File: src/tk_pkg.sv
// ----------------------------------------------------------------------------
// tk_pkg: clock tick timekeeper shared types and constants
// Field widths, register indexes, reset values and the beat structs that
// travel between the timekeeper modules.
// ----------------------------------------------------------------------------
`default_nettype none

package tk_pkg;

   // field widths
   localparam int INC_W      = 24;
   localparam int LEVEL_W    = 5;
   localparam int TOTAL_W    = 32;
   localparam int DEPTH_W    = 8;
   localparam int QUANT_W    = 8;
   localparam int TIME_W     = 64;
   localparam int CNT_W      = 32;
   localparam int HAND_W     = 8;
   localparam int STEP_W     = 4;
   localparam int OFFSET_W   = 32;
   localparam int CSR_IDX_W  = 3;
   localparam int CSR_DATA_W = 24;

   // interrupt level at which deferred routines run
   localparam logic [LEVEL_W-1:0] DEFER_LEVEL = 5'd2;

   // register reset values
   localparam logic [INC_W-1:0]   RST_MAX_INCREMENT    = 24'd100000;
   localparam logic [INC_W-1:0]   RST_TIME_ADJUSTMENT  = 24'd100000;
   localparam logic [DEPTH_W-1:0] RST_ADJUST_THRESHOLD = 8'd20;
   localparam logic [DEPTH_W-1:0] RST_IDEAL_DPC_RATE   = 8'd20;
   localparam logic [DEPTH_W-1:0] RST_DEPTH_CEILING    = 8'd4;
   localparam logic [STEP_W-1:0]  RST_QUANTUM_STEP     = 4'd3;

   // register indexes
   typedef enum logic [CSR_IDX_W-1:0] {
      CSR_MAX_INCREMENT    = 3'd0,
      CSR_TIME_ADJUSTMENT  = 3'd1,
      CSR_ADJUST_THRESHOLD = 3'd2,
      CSR_IDEAL_DPC_RATE   = 3'd3,
      CSR_DEPTH_CEILING    = 3'd4,
      CSR_QUANTUM_STEP     = 3'd5
   } csr_index_type;

   typedef struct packed {
      logic [INC_W-1:0]   max_increment;
      logic [INC_W-1:0]   time_adjustment;
      logic [DEPTH_W-1:0] adjust_threshold;
      logic [DEPTH_W-1:0] ideal_dpc_rate;
      logic [DEPTH_W-1:0] depth_ceiling;
      logic [STEP_W-1:0]  quantum_step;
   } cfg_type;

   typedef struct packed {
      logic                      skip_tick;
      logic [INC_W-1:0]          increment;
      logic [LEVEL_W-1:0]        old_level;
      logic                      dpc_active;
      logic [TOTAL_W-1:0]        dpc_total;
      logic [DEPTH_W-1:0]        queue_depth;
      logic signed [QUANT_W-1:0] thread_quantum;
      logic                      is_idle;
   } req_type;

   typedef struct packed {
      logic [TIME_W-1:0]         interrupt_time;
      logic [TIME_W-1:0]         system_time;
      logic [TIME_W-1:0]         tick_total;
      logic [HAND_W-1:0]         timer_hand;
      logic                      full_tick;
      logic                      kernel_tick;
      logic signed [QUANT_W-1:0] new_quantum;
      logic                      quantum_end;
      logic                      request_dispatch;
      logic [DEPTH_W-1:0]        max_depth;
      logic [CNT_W-1:0]          request_rate;
      logic                      skipped;
   } rsp_type;

endpackage

`default_nettype wire

File: src/tk_ifs.sv
// ----------------------------------------------------------------------------
// tk_ifs: timekeeper channel interfaces
// Valid/ready channels for tick beats, result beats and register writes.
// ----------------------------------------------------------------------------
`default_nettype none

interface tk_req_if;
   logic                                     valid;
   logic                                     ready;
   logic                                     skip_tick;
   logic [tk_pkg::INC_W-1:0]                 increment;
   logic [tk_pkg::LEVEL_W-1:0]               old_level;
   logic                                     dpc_active;
   logic [tk_pkg::TOTAL_W-1:0]               dpc_total;
   logic [tk_pkg::DEPTH_W-1:0]               queue_depth;
   logic signed [tk_pkg::QUANT_W-1:0]        thread_quantum;
   logic                                     is_idle;

   modport source (output valid, skip_tick, increment, old_level, dpc_active,
                   dpc_total, queue_depth, thread_quantum, is_idle,
                   input ready);
   modport sink (input valid, skip_tick, increment, old_level, dpc_active,
                 dpc_total, queue_depth, thread_quantum, is_idle,
                 output ready);
endinterface

interface tk_rsp_if;
   logic                                     valid;
   logic                                     ready;
   logic [tk_pkg::TIME_W-1:0]                interrupt_time;
   logic [tk_pkg::TIME_W-1:0]                system_time;
   logic [tk_pkg::TIME_W-1:0]                tick_total;
   logic [tk_pkg::HAND_W-1:0]                timer_hand;
   logic                                     full_tick;
   logic                                     kernel_tick;
   logic signed [tk_pkg::QUANT_W-1:0]        new_quantum;
   logic                                     quantum_end;
   logic                                     request_dispatch;
   logic [tk_pkg::DEPTH_W-1:0]               max_depth;
   logic [tk_pkg::CNT_W-1:0]                 request_rate;
   logic                                     skipped;

   modport source (output valid, interrupt_time, system_time, tick_total,
                   timer_hand, full_tick, kernel_tick, new_quantum, quantum_end,
                   request_dispatch, max_depth, request_rate, skipped,
                   input ready);
   modport sink (input valid, interrupt_time, system_time, tick_total,
                 timer_hand, full_tick, kernel_tick, new_quantum, quantum_end,
                 request_dispatch, max_depth, request_rate, skipped,
                 output ready);
endinterface

interface tk_csr_if;
   logic                                     valid;
   logic                                     ready;
   logic [tk_pkg::CSR_IDX_W-1:0]             index;
   logic [tk_pkg::CSR_DATA_W-1:0]            data;

   modport source (output valid, index, data, input ready);
   modport sink (input valid, index, data, output ready);
endinterface

`default_nettype wire

File: src/tk_csr.sv
// ----------------------------------------------------------------------------
// tk_csr: timekeeper configuration registers
// Holds the six tuning registers, written one beat at a time.
// ----------------------------------------------------------------------------
`default_nettype none

module tk_csr (
   input  logic            clock,
   input  logic            reset,
   tk_csr_if.sink          csr_chan,
   output tk_pkg::cfg_type cfg
);
   import tk_pkg::*;

   cfg_type cfg_ff, cfg_in;
   logic    csr_write;

   // writes are always taken
   assign csr_chan.ready = 1'b1;
   assign csr_write      = csr_chan.valid;

   // decode the register index
   always_comb begin
      cfg_in = cfg_ff;
      if (csr_write) begin
         case (csr_index_type'(csr_chan.index))
            CSR_MAX_INCREMENT:    cfg_in.max_increment    = csr_chan.data;
            CSR_TIME_ADJUSTMENT:  cfg_in.time_adjustment  = csr_chan.data;
            CSR_ADJUST_THRESHOLD: cfg_in.adjust_threshold = csr_chan.data[DEPTH_W-1:0];
            CSR_IDEAL_DPC_RATE:   cfg_in.ideal_dpc_rate   = csr_chan.data[DEPTH_W-1:0];
            CSR_DEPTH_CEILING:    cfg_in.depth_ceiling    = csr_chan.data[DEPTH_W-1:0];
            CSR_QUANTUM_STEP:     cfg_in.quantum_step     = csr_chan.data[STEP_W-1:0];
            default:              cfg_in = cfg_ff;
         endcase
      end
   end

   always_ff @(posedge clock) begin
      if (reset) begin
         cfg_ff.max_increment    <= RST_MAX_INCREMENT;
         cfg_ff.time_adjustment  <= RST_TIME_ADJUSTMENT;
         cfg_ff.adjust_threshold <= RST_ADJUST_THRESHOLD;
         cfg_ff.ideal_dpc_rate   <= RST_IDEAL_DPC_RATE;
         cfg_ff.depth_ceiling    <= RST_DEPTH_CEILING;
         cfg_ff.quantum_step     <= RST_QUANTUM_STEP;
      end else begin
         cfg_ff <= cfg_in;
      end
   end

   assign cfg = cfg_ff;

endmodule

`default_nettype wire

File: src/tk_core.sv
// ----------------------------------------------------------------------------
// tk_core: timekeeper state and tick accounting
// Holds the time, offset and accounting registers and, while step is high,
// works out one tick beat per cycle from the registered beat and current state.
// ----------------------------------------------------------------------------
`default_nettype none

module tk_core #(
   parameter int TABLE_SIZE = 256
) (
   input  logic            clock,
   input  logic            reset,
   input  logic            step,
   input  tk_pkg::cfg_type cfg,
   input  tk_pkg::req_type item,
   output tk_pkg::rsp_type result
);
   import tk_pkg::*;

   localparam int IDX_W = (TABLE_SIZE > 2) ? $clog2(TABLE_SIZE) : 1;
   localparam logic [IDX_W-1:0] HAND_LAST = IDX_W'(TABLE_SIZE - 1);

   logic [TIME_W-1:0]   int_time_ff, int_time_in;
   logic [TIME_W-1:0]   sys_time_ff, sys_time_in;
   logic [TIME_W-1:0]   tick_count_ff, tick_count_in;
   logic [OFFSET_W-1:0] offset_ff, offset_in;
   logic [CNT_W-1:0]    intr_count_ff, intr_count_in;
   logic [CNT_W-1:0]    isr_ticks_ff, isr_ticks_in;
   logic [CNT_W-1:0]    dpc_ticks_ff, dpc_ticks_in;
   logic [CNT_W-1:0]    rate_avg_ff, rate_avg_in;
   logic [CNT_W-1:0]    last_total_ff, last_total_in;
   logic [DEPTH_W-1:0]  countdown_ff, countdown_in;
   logic [DEPTH_W-1:0]  depth_limit_ff, depth_limit_in;
   logic [IDX_W-1:0]    hand_ff, hand_in;

   logic [OFFSET_W:0]   offset_diff;
   logic [OFFSET_W-1:0] offset_sat;
   logic                full;
   logic                ktick;
   logic                req_disp;
   logic [CNT_W-1:0]    new_requests;
   logic [CNT_W:0]      rate_sum;
   logic [CNT_W-1:0]    rate_new;
   logic [DEPTH_W-1:0]  countdown_dec;
   logic [QUANT_W:0]    quant_diff;
   logic [QUANT_W-1:0]  quant_new;
   logic                qend;
   logic [IDX_W+HAND_W-1:0] hand_wide;

   // offset subtract with saturation at the most negative value
   always_comb begin
      offset_diff = {offset_ff[OFFSET_W-1], offset_ff}
                  - {{(OFFSET_W-INC_W+1){1'b0}}, item.increment};
      if (offset_diff[OFFSET_W] && !offset_diff[OFFSET_W-1]) begin
         offset_sat = {1'b1, {(OFFSET_W-1){1'b0}}};
      end else begin
         offset_sat = offset_diff[OFFSET_W-1:0];
      end
      full = !item.skip_tick && (offset_sat[OFFSET_W-1] || offset_sat == '0);
   end

   // request rate average over the full 33-bit sum
   always_comb begin
      new_requests = item.dpc_total - last_total_ff;
      rate_sum     = {1'b0, new_requests} + {1'b0, rate_avg_ff};
      rate_new     = rate_sum[CNT_W:1];
   end

   // quantum decrement, saturating at the most negative value
   always_comb begin
      quant_diff = {item.thread_quantum[QUANT_W-1], item.thread_quantum}
                 - {{(QUANT_W-STEP_W+1){1'b0}}, cfg.quantum_step};
      if (quant_diff[QUANT_W] && !quant_diff[QUANT_W-1]) begin
         quant_new = {1'b1, {(QUANT_W-1){1'b0}}};
      end else begin
         quant_new = quant_diff[QUANT_W-1:0];
      end
   end

   assign countdown_dec = countdown_ff - 8'd1;

   // next state for one tick beat
   always_comb begin
      int_time_in    = int_time_ff;
      sys_time_in    = sys_time_ff;
      tick_count_in  = tick_count_ff;
      offset_in      = offset_ff;
      intr_count_in  = intr_count_ff;
      isr_ticks_in   = isr_ticks_ff;
      dpc_ticks_in   = dpc_ticks_ff;
      rate_avg_in    = rate_avg_ff;
      last_total_in  = last_total_ff;
      countdown_in   = countdown_ff;
      depth_limit_in = depth_limit_ff;
      hand_in        = hand_ff;
      ktick          = 1'b0;
      req_disp       = 1'b0;
      qend           = 1'b0;
      if (!item.skip_tick) begin
         int_time_in   = int_time_ff + {{(TIME_W-INC_W){1'b0}}, item.increment};
         offset_in     = offset_sat;
         intr_count_in = intr_count_ff + 32'd1;
      end
      if (full) begin
         sys_time_in   = sys_time_ff + {{(TIME_W-INC_W){1'b0}}, cfg.time_adjustment};
         tick_count_in = tick_count_ff + 64'd1;
         offset_in     = offset_sat + {{(OFFSET_W-INC_W){1'b0}}, cfg.max_increment};
         hand_in       = (hand_ff == HAND_LAST) ? '0 : hand_ff + IDX_W'(1);

         // split the tick by interrupted level
         if (item.old_level > DEFER_LEVEL) begin
            isr_ticks_in = isr_ticks_ff + 32'd1;
         end else if (item.old_level < DEFER_LEVEL || !item.dpc_active) begin
            ktick = 1'b1;
         end else begin
            dpc_ticks_in = dpc_ticks_ff + 32'd1;
         end

         rate_avg_in   = rate_new;
         last_total_in = item.dpc_total;

         // queue depth tuning
         if (item.queue_depth != '0 && !item.dpc_active) begin
            countdown_in = cfg.adjust_threshold;
            req_disp     = 1'b1;
            if (rate_new < {{(CNT_W-DEPTH_W){1'b0}}, cfg.ideal_dpc_rate}
                  && depth_limit_ff > 8'd1) begin
               depth_limit_in = depth_limit_ff - 8'd1;
            end
         end else begin
            countdown_in = countdown_dec;
            if (countdown_dec == '0) begin
               countdown_in = cfg.adjust_threshold;
               if (depth_limit_ff < cfg.depth_ceiling) begin
                  depth_limit_in = depth_limit_ff + 8'd1;
               end
            end
         end

         qend = (quant_new[QUANT_W-1] || quant_new == '0) && !item.is_idle;
      end
   end

   always_ff @(posedge clock) begin
      if (reset) begin
         int_time_ff    <= '0;
         sys_time_ff    <= '0;
         tick_count_ff  <= '0;
         offset_ff      <= {{(OFFSET_W-INC_W){1'b0}}, RST_MAX_INCREMENT};
         intr_count_ff  <= '0;
         isr_ticks_ff   <= '0;
         dpc_ticks_ff   <= '0;
         rate_avg_ff    <= '0;
         last_total_ff  <= '0;
         countdown_ff   <= RST_ADJUST_THRESHOLD;
         depth_limit_ff <= RST_DEPTH_CEILING;
         hand_ff        <= '0;
      end else if (step) begin
         int_time_ff    <= int_time_in;
         sys_time_ff    <= sys_time_in;
         tick_count_ff  <= tick_count_in;
         offset_ff      <= offset_in;
         intr_count_ff  <= intr_count_in;
         isr_ticks_ff   <= isr_ticks_in;
         dpc_ticks_ff   <= dpc_ticks_in;
         rate_avg_ff    <= rate_avg_in;
         last_total_ff  <= last_total_in;
         countdown_ff   <= countdown_in;
         depth_limit_ff <= depth_limit_in;
         hand_ff        <= hand_in;
      end
   end

   // result beat shows the state after this tick
   assign hand_wide = {{HAND_W{1'b0}}, hand_in};

   always_comb begin
      result.interrupt_time   = int_time_in;
      result.system_time      = sys_time_in;
      result.tick_total       = tick_count_in;
      result.timer_hand       = hand_wide[HAND_W-1:0];
      result.full_tick        = full;
      result.kernel_tick      = ktick;
      result.new_quantum      = full ? quant_new : item.thread_quantum;
      result.quantum_end      = qend;
      result.request_dispatch = req_disp;
      result.max_depth        = depth_limit_in;
      result.request_rate     = rate_avg_in;
      result.skipped          = item.skip_tick;
   end

endmodule

`default_nettype wire

File: src/clock_tick_timekeeper.sv
// A tick beat passes the input register and then the result register.
// Throughput: one tick beat per cycle while the result slot is free; each beat's
// add/compare pass in tk_core is combinational, so beats may follow back to back.
// Reset: synchronous, active high; clears the pipeline, times and counters
// and loads the registers and offset/countdown/depth limit with their defaults.
// ----------------------------------------------------------------------------
// clock_tick_timekeeper: clock interrupt time and run-time accounting
// Input beat register, tick accounting core and output result register,
// with a separate register write channel.
// ----------------------------------------------------------------------------
`default_nettype none

module clock_tick_timekeeper #(
   parameter int TABLE_SIZE = 256
) (
   input  logic      clock,
   input  logic      reset,
   tk_req_if.sink    req_chan,
   tk_rsp_if.source  rsp_chan,
   tk_csr_if.sink    csr_chan
);
   import tk_pkg::*;

   cfg_type cfg;
   req_type req_beat;
   req_type in_data_ff, in_data_in;
   logic    in_valid_ff, in_valid_in;
   rsp_type core_rsp;
   rsp_type out_data_ff, out_data_in;
   logic    out_valid_ff, out_valid_in;
   logic    out_free;
   logic    step;
   logic    req_take;

   tk_csr u_csr (
      .clock    (clock),
      .reset    (reset),
      .csr_chan (csr_chan),
      .cfg      (cfg)
   );

   // handshake: the input register moves on whenever the result slot frees
   assign out_free       = !out_valid_ff || rsp_chan.ready;
   assign step           = in_valid_ff && out_free;
   assign req_chan.ready = !in_valid_ff || step;
   assign req_take       = req_chan.valid && req_chan.ready;

   // collect the input beat
   always_comb begin
      req_beat.skip_tick      = req_chan.skip_tick;
      req_beat.increment      = req_chan.increment;
      req_beat.old_level      = req_chan.old_level;
      req_beat.dpc_active     = req_chan.dpc_active;
      req_beat.dpc_total      = req_chan.dpc_total;
      req_beat.queue_depth    = req_chan.queue_depth;
      req_beat.thread_quantum = req_chan.thread_quantum;
      req_beat.is_idle        = req_chan.is_idle;
   end

   // input register
   always_comb begin
      in_data_in  = req_take ? req_beat : in_data_ff;
      in_valid_in = req_take || (in_valid_ff && !step);
   end

   tk_core #(
      .TABLE_SIZE (TABLE_SIZE)
   ) u_core (
      .clock  (clock),
      .reset  (reset),
      .step   (step),
      .cfg    (cfg),
      .item   (in_data_ff),
      .result (core_rsp)
   );

   // result register
   always_comb begin
      out_data_in  = step ? core_rsp : out_data_ff;
      out_valid_in = step || (out_valid_ff && !rsp_chan.ready);
   end

   always_ff @(posedge clock) begin
      if (reset) begin
         in_valid_ff  <= 1'b0;
         out_valid_ff <= 1'b0;
      end else begin
         in_valid_ff  <= in_valid_in;
         out_valid_ff <= out_valid_in;
      end
   end

   always_ff @(posedge clock) begin
      in_data_ff  <= in_data_in;
      out_data_ff <= out_data_in;
   end

   // drive the result channel
   assign rsp_chan.valid            = out_valid_ff;
   assign rsp_chan.interrupt_time   = out_data_ff.interrupt_time;
   assign rsp_chan.system_time      = out_data_ff.system_time;
   assign rsp_chan.tick_total       = out_data_ff.tick_total;
   assign rsp_chan.timer_hand       = out_data_ff.timer_hand;
   assign rsp_chan.full_tick        = out_data_ff.full_tick;
   assign rsp_chan.kernel_tick      = out_data_ff.kernel_tick;
   assign rsp_chan.new_quantum      = out_data_ff.new_quantum;
   assign rsp_chan.quantum_end      = out_data_ff.quantum_end;
   assign rsp_chan.request_dispatch = out_data_ff.request_dispatch;
   assign rsp_chan.max_depth        = out_data_ff.max_depth;
   assign rsp_chan.request_rate     = out_data_ff.request_rate;
   assign rsp_chan.skipped          = out_data_ff.skipped;

endmodule

`default_nettype wire

File: src/flat_wrapper.sv
// flat-port wrapper written by rule: the top's interface ports become plain ports
module clock_tick_timekeeper_flat import tk_pkg::*;
#(
   parameter int TABLE_SIZE = 256
)
  (clock, reset, req_chan_valid, req_chan_skip_tick, req_chan_increment, req_chan_old_level, req_chan_dpc_active, req_chan_dpc_total, req_chan_queue_depth, req_chan_thread_quantum, req_chan_is_idle, req_chan_ready, rsp_chan_valid, rsp_chan_interrupt_time, rsp_chan_system_time, rsp_chan_tick_total, rsp_chan_timer_hand, rsp_chan_full_tick, rsp_chan_kernel_tick, rsp_chan_new_quantum, rsp_chan_quantum_end, rsp_chan_request_dispatch, rsp_chan_max_depth, rsp_chan_request_rate, rsp_chan_skipped, rsp_chan_ready, csr_chan_valid, csr_chan_index, csr_chan_data, csr_chan_ready);
  tk_req_if req_chan_i ();
  tk_rsp_if rsp_chan_i ();
  tk_csr_if csr_chan_i ();
  input  logic clock;
  input  logic reset;
  input wire logic [$bits(req_chan_i.valid)-1:0] req_chan_valid;
  input wire logic [$bits(req_chan_i.skip_tick)-1:0] req_chan_skip_tick;
  input wire logic [$bits(req_chan_i.increment)-1:0] req_chan_increment;
  input wire logic [$bits(req_chan_i.old_level)-1:0] req_chan_old_level;
  input wire logic [$bits(req_chan_i.dpc_active)-1:0] req_chan_dpc_active;
  input wire logic [$bits(req_chan_i.dpc_total)-1:0] req_chan_dpc_total;
  input wire logic [$bits(req_chan_i.queue_depth)-1:0] req_chan_queue_depth;
  input wire logic [$bits(req_chan_i.thread_quantum)-1:0] req_chan_thread_quantum;
  input wire logic [$bits(req_chan_i.is_idle)-1:0] req_chan_is_idle;
  output wire logic [$bits(req_chan_i.ready)-1:0] req_chan_ready;
  output wire logic [$bits(rsp_chan_i.valid)-1:0] rsp_chan_valid;
  output wire logic [$bits(rsp_chan_i.interrupt_time)-1:0] rsp_chan_interrupt_time;
  output wire logic [$bits(rsp_chan_i.system_time)-1:0] rsp_chan_system_time;
  output wire logic [$bits(rsp_chan_i.tick_total)-1:0] rsp_chan_tick_total;
  output wire logic [$bits(rsp_chan_i.timer_hand)-1:0] rsp_chan_timer_hand;
  output wire logic [$bits(rsp_chan_i.full_tick)-1:0] rsp_chan_full_tick;
  output wire logic [$bits(rsp_chan_i.kernel_tick)-1:0] rsp_chan_kernel_tick;
  output wire logic [$bits(rsp_chan_i.new_quantum)-1:0] rsp_chan_new_quantum;
  output wire logic [$bits(rsp_chan_i.quantum_end)-1:0] rsp_chan_quantum_end;
  output wire logic [$bits(rsp_chan_i.request_dispatch)-1:0] rsp_chan_request_dispatch;
  output wire logic [$bits(rsp_chan_i.max_depth)-1:0] rsp_chan_max_depth;
  output wire logic [$bits(rsp_chan_i.request_rate)-1:0] rsp_chan_request_rate;
  output wire logic [$bits(rsp_chan_i.skipped)-1:0] rsp_chan_skipped;
  input wire logic [$bits(rsp_chan_i.ready)-1:0] rsp_chan_ready;
  input wire logic [$bits(csr_chan_i.valid)-1:0] csr_chan_valid;
  input wire logic [$bits(csr_chan_i.index)-1:0] csr_chan_index;
  input wire logic [$bits(csr_chan_i.data)-1:0] csr_chan_data;
  output wire logic [$bits(csr_chan_i.ready)-1:0] csr_chan_ready;
  assign req_chan_i.valid = req_chan_valid;
  assign req_chan_i.skip_tick = req_chan_skip_tick;
  assign req_chan_i.increment = req_chan_increment;
  assign req_chan_i.old_level = req_chan_old_level;
  assign req_chan_i.dpc_active = req_chan_dpc_active;
  assign req_chan_i.dpc_total = req_chan_dpc_total;
  assign req_chan_i.queue_depth = req_chan_queue_depth;
  assign req_chan_i.thread_quantum = req_chan_thread_quantum;
  assign req_chan_i.is_idle = req_chan_is_idle;
  assign req_chan_ready = req_chan_i.ready;
  assign rsp_chan_valid = rsp_chan_i.valid;
  assign rsp_chan_interrupt_time = rsp_chan_i.interrupt_time;
  assign rsp_chan_system_time = rsp_chan_i.system_time;
  assign rsp_chan_tick_total = rsp_chan_i.tick_total;
  assign rsp_chan_timer_hand = rsp_chan_i.timer_hand;
  assign rsp_chan_full_tick = rsp_chan_i.full_tick;
  assign rsp_chan_kernel_tick = rsp_chan_i.kernel_tick;
  assign rsp_chan_new_quantum = rsp_chan_i.new_quantum;
  assign rsp_chan_quantum_end = rsp_chan_i.quantum_end;
  assign rsp_chan_request_dispatch = rsp_chan_i.request_dispatch;
  assign rsp_chan_max_depth = rsp_chan_i.max_depth;
  assign rsp_chan_request_rate = rsp_chan_i.request_rate;
  assign rsp_chan_skipped = rsp_chan_i.skipped;
  assign rsp_chan_i.ready = rsp_chan_ready;
  assign csr_chan_i.valid = csr_chan_valid;
  assign csr_chan_i.index = csr_chan_index;
  assign csr_chan_i.data = csr_chan_data;
  assign csr_chan_ready = csr_chan_i.ready;
  clock_tick_timekeeper #(.TABLE_SIZE(TABLE_SIZE)) u_core (.clock(clock), .reset(reset), .req_chan(req_chan_i), .rsp_chan(rsp_chan_i), .csr_chan(csr_chan_i));
endmodule
File: config.mk
export PLATFORM = sky130hd
export DESIGN_NAME = clock_tick_timekeeper_flat
export DESIGN_NICKNAME = d
export VERILOG_FILES = /design/src/tk_pkg.sv /design/src/tk_ifs.sv /design/src/tk_csr.sv /design/src/tk_core.sv /design/src/clock_tick_timekeeper.sv /design/src/flat_wrapper.sv
export SDC_FILE = /design/constraint.sdc
export NUM_CORES = 2
export LEC_CHECK = 0
export ABC_CLOCK_PERIOD_IN_PS = 9000
export BUFFER_PORTS_ARGS = -buffer_cell sky130_fd_sc_hd__buf_2
export CORE_UTILIZATION = 50
export CTS_BUF_LIST = sky130_fd_sc_hd__clkbuf_8 sky130_fd_sc_hd__clkbuf_16
export CTS_CLUSTER_DIAMETER = 100
export CTS_CLUSTER_SIZE = 25
export DETAILED_ROUTE_END_ITERATION = 8
export GPL_TIMING_DRIVEN = 0
export PLACE_DENSITY = 0.74
export SLEW_MARGIN = 40
export SYNTH_ARGS = -nofsm -noshare
export SYNTH_HDL_FRONTEND = slang
export SYNTH_HIERARCHICAL = 1
export SYNTH_SLANG_ARGS = --single-unit
export TNS_END_PERCENT = 1
File: constraint.sdc
create_clock -name clock -period 9 [get_ports clock]
set_input_delay 0.9 -clock clock [delete_from_list [all_inputs] [get_ports clock]]
set_output_delay 0.9 -clock clock [all_outputs]
set_load 0.01 [all_outputs]
==> qor.yml <==
power_density_nw_per_um2: 168
run_status: "finished clean"
utilization: 0.568
avgSynthCellArea_um2: 9.28
rows: 102
async_flop_share: 0
yosysUniqueCellTypes: 98
die_y_um: 284
layout.nets: 4993
required_ps: 9520
placed_area_um2: 43000
fin_crit_sh: 0.874
hpwl_um: 90700
power_frac_comb: 0.239
ys_seq_elements: 723
dp_cells: 5688
cp-start-kind: "flop"
clk_latency_ps: 620
stdcell_area_um2: 44300
synth-main-ff-cell: "dfxtp_1"
critPathSlowestCell: "o311ai_0"
ys_seq_area_frac: 0.449
p_total_mw: 7.43
grtUsageMet2: 0.480
yosysMostFrequentCell: "nand2_1"
tns_ps: 0
htreeDepth: 2
start_util: 0.509
maxCapViolations: 0
finClkSkew_ps: 41.1
critPathBufInv: 3
p_sw_frac: 0.317
hold_violations: 0
hold_class: "input port to flop"
grt_first_pass_wirelength_um: 180000
rsz0062_at_grt: "no"
crit_path_max_fanout: 10
critical-path-top-delay-family: "compound AO/OA/AOI/OAI gates"
fin_ws_ps: 1130
fin_cells: 5757
synth_common_cells: "nand2_1 (477), nor2_1 (449), dfxtp_1 (390), edfxtp_1 (333), a21oi_1 (277)"
synth_edf_count: 333
drive_above_1_share: 0.120
syn_area_um2: 39700
drt_iter0_drc: 3004
placement.io_buffers: 363
globalplace.congestion: 0.936
grt_remaining_overflow: 0
seqPwrFrac: 0.494
use_met3: 0.0390
core_um2: 78000
dpl_worst_slack_ps: 1310
max-slew-margin-rel: 0.368
post_cts_resized: 0
hold_buffers: 0
synth_area_leaders: "edfxtp_1 (25%), dfxtp_1 (20%), ha_1 (5.9%)"
critPathKind: "flop to flop"
peakVddDrop_uv: 173
slowest_delay_ps: 550
synthCells: 4275
wl_per_cell_um: 20.7
fmax_mhz: 127
cts_buffers: 37
wirelength_um: 119000
clockPowerShare: 0.267
grt_usage: 0.287
grt_pass1_vias: 30900
antenna_cells: 0
end_kind: "flop"
final.min_clock_period_ps: 7870
internal_power_mw: 5.08
synth_top_area_frac: 0.252
worstMarginPinSlew_ps: 948
worstPathArrival_ps: 8390
slew_violations: 0
leakagePower_nw: 17.6
viasPerCell: 5.80
drcViolationCount: 0
cts_root_buf: "clkbuf_16"
synth_top_area_cell: "edfxtp_1"
grt_max_degree: 47
power.switching_mw: 2.36
whs_ps: 444
syn_to_final_growth_pct: 11.6
ant_nets: 0
pin_count: 368
drt-pass1-iter-count: 7
die-area_um2: 80500
grt.busiest_layer: "met2"
cts_setup_buffers: 0
ys_warn_count: 6
grtUsageMet1: 0.382
die-width_um: 284
vias: 33400
clock-sinks: 723
clkTransAtPathRegs_ps: 100
syn-num-nets: 4580
antenna_found_initial: 5
cts_tree: "yes"
clockBufferDepth: 3
setup_viol: 0
-- power groups by stage --
stage	clock network [mW]	registers (mW)	logic, mW
global route	2.13	3.68	1.92
CTS	2.03	3.67	1.74
floorplan	0	3.76	1.15
global placement	0	3.75	1.70
detailed placement	0	3.74	1.73
finish	1.99	3.67	1.77
-- cells in the final DEF, fill, tap and decap left out, types with 15 or more instances in the layout --
| cell type | n |
|---|---|
| a211oi_1 | 22 |
| a21o_1 | 63 |
| a21oi_1 | 276 |
| a31oi_1 | 19 |
| and2_1 | 28 |
| and3_1 | 57 |
| buf_1 | 17 |
| buf_2 | 381 |
| clkbuf_1 | 141 |
| clkbuf_16 | 39 |
| clkbuf_2 | 18 |
| dfxtp_1 | 390 |
| edfxtp_1 | 333 |
| ha_1 | 186 |
| inv_1 | 181 |
| mux2_2 | 28 |
| mux2i_1 | 104 |
| nand2_1 | 477 |
| nand2b_1 | 106 |
| nand3_1 | 112 |
| nand4_1 | 83 |
| nor2_1 | 449 |
| nor2b_1 | 25 |
| nor3_1 | 124 |
| nor3b_1 | 15 |
| nor4_1 | 37 |
| o211ai_1 | 20 |
| o21a_1 | 27 |
| o21ai_0 | 186 |
| o21bai_1 | 24 |
| o31ai_1 | 16 |
| or2_2 | 16 |
| or3_1 | 54 |
| xnor2_1 | 233 |
| xor2_1 | 177 |
-- state kept, by name (all words and copies together) (netlist names), 32 cells and up --
signal,cells
u_core/in_data_ff,80
u_core/rsp_chan.interrupt_time,64
u_core/rsp_chan.request_rate,32
u_core/rsp_chan.system_time,64
u_core/rsp_chan.tick_total,64
u_core/u_core/int_time_ff,64
u_core/u_core/last_total_ff,32
u_core/u_core/offset_ff,32
u_core/u_core/rate_avg_ff,32
u_core/u_core/sys_time_ff,64
u_core/u_core/tick_count_ff,64
u_core/u_csr/cfg,76
-- worst register-to-register path, stage by stage (launching register included) --
cell	delay [ps]
edfxtp_1	420
inv_1	60
ha_1	340
and2_1	180
nor4_1	370
a2111o_1	260
nand4_1	160
nor3_1	290
o31ai_1	170
a2111o_1	470
nand2_1	130
clkbuf_1	450
buf_1	510
nor2_1	200
ha_1	400
o21ai_0	130
o21a_1	210
o2111ai_1	280
nand2_1	150
o211a_1	280
a31o_2	240
o311ai_0	550
nor2b_1	180
or4b_1	520
or4_1	410
a21oi_1	200
mux2i_1	200
-- cells by family (layout without fill, tap and decap cells) --
logic type	Yosys count	in the layout	share of synthesized area
simple gates	1666	1666	0.204
compound gates	781	781	0.123
flops	723	723	0.449
xor+xnor	410	410	0.0905
buf+inv	368	810	0.0365
fa+ha+maj	194	194	0.0625
mux	132	132	0.0342
other cells	1	1	0.0000945
-- final timing paths --
check	endpoint	from	slack (ps)	cells after the start
max	u_core/u_core/offset_ff[29]$_SDFFE_PP0P_	u_core/in_data_ff[61]$_DFFE_PP_	1130	26
min	u_core/in_data_ff[73]$_DFFE_PP_	req_chan_increment[18]	440	1
max reg2reg	u_core/u_core/offset_ff[29]$_SDFFE_PP0P_	u_core/in_data_ff[61]$_DFFE_PP_	1130	26
min reg2reg	u_core/u_core/last_total_ff[14]$_SDFFE_PP0P_	u_core/u_core/last_total_ff[14]$_SDFFE_PP0P_	460	2
-- area by class of cell --
cell class | count | area (um2)
Multi-Input combinational cell | 3184 | 20500
Buffer | 203 | 852
Fill cell | 6981 | 33700
Inverter | 165 | 619
Clock inverter | 27 | 193
Sequential cell | 723 | 17800
Timing Repair Buffer | 374 | 2020
Clock buffer | 41 | 1000
Tap cell | 1040 | 1300
-- per-layer routing --
layer / routed length, um / share of wire
met5: 43 / 0.00036
met3: 8940 / 0.075
met1: 50200 / 0.42
met2: 55900 / 0.47
met4: 4200 / 0.035
Power figures use the tool's default switching activity.
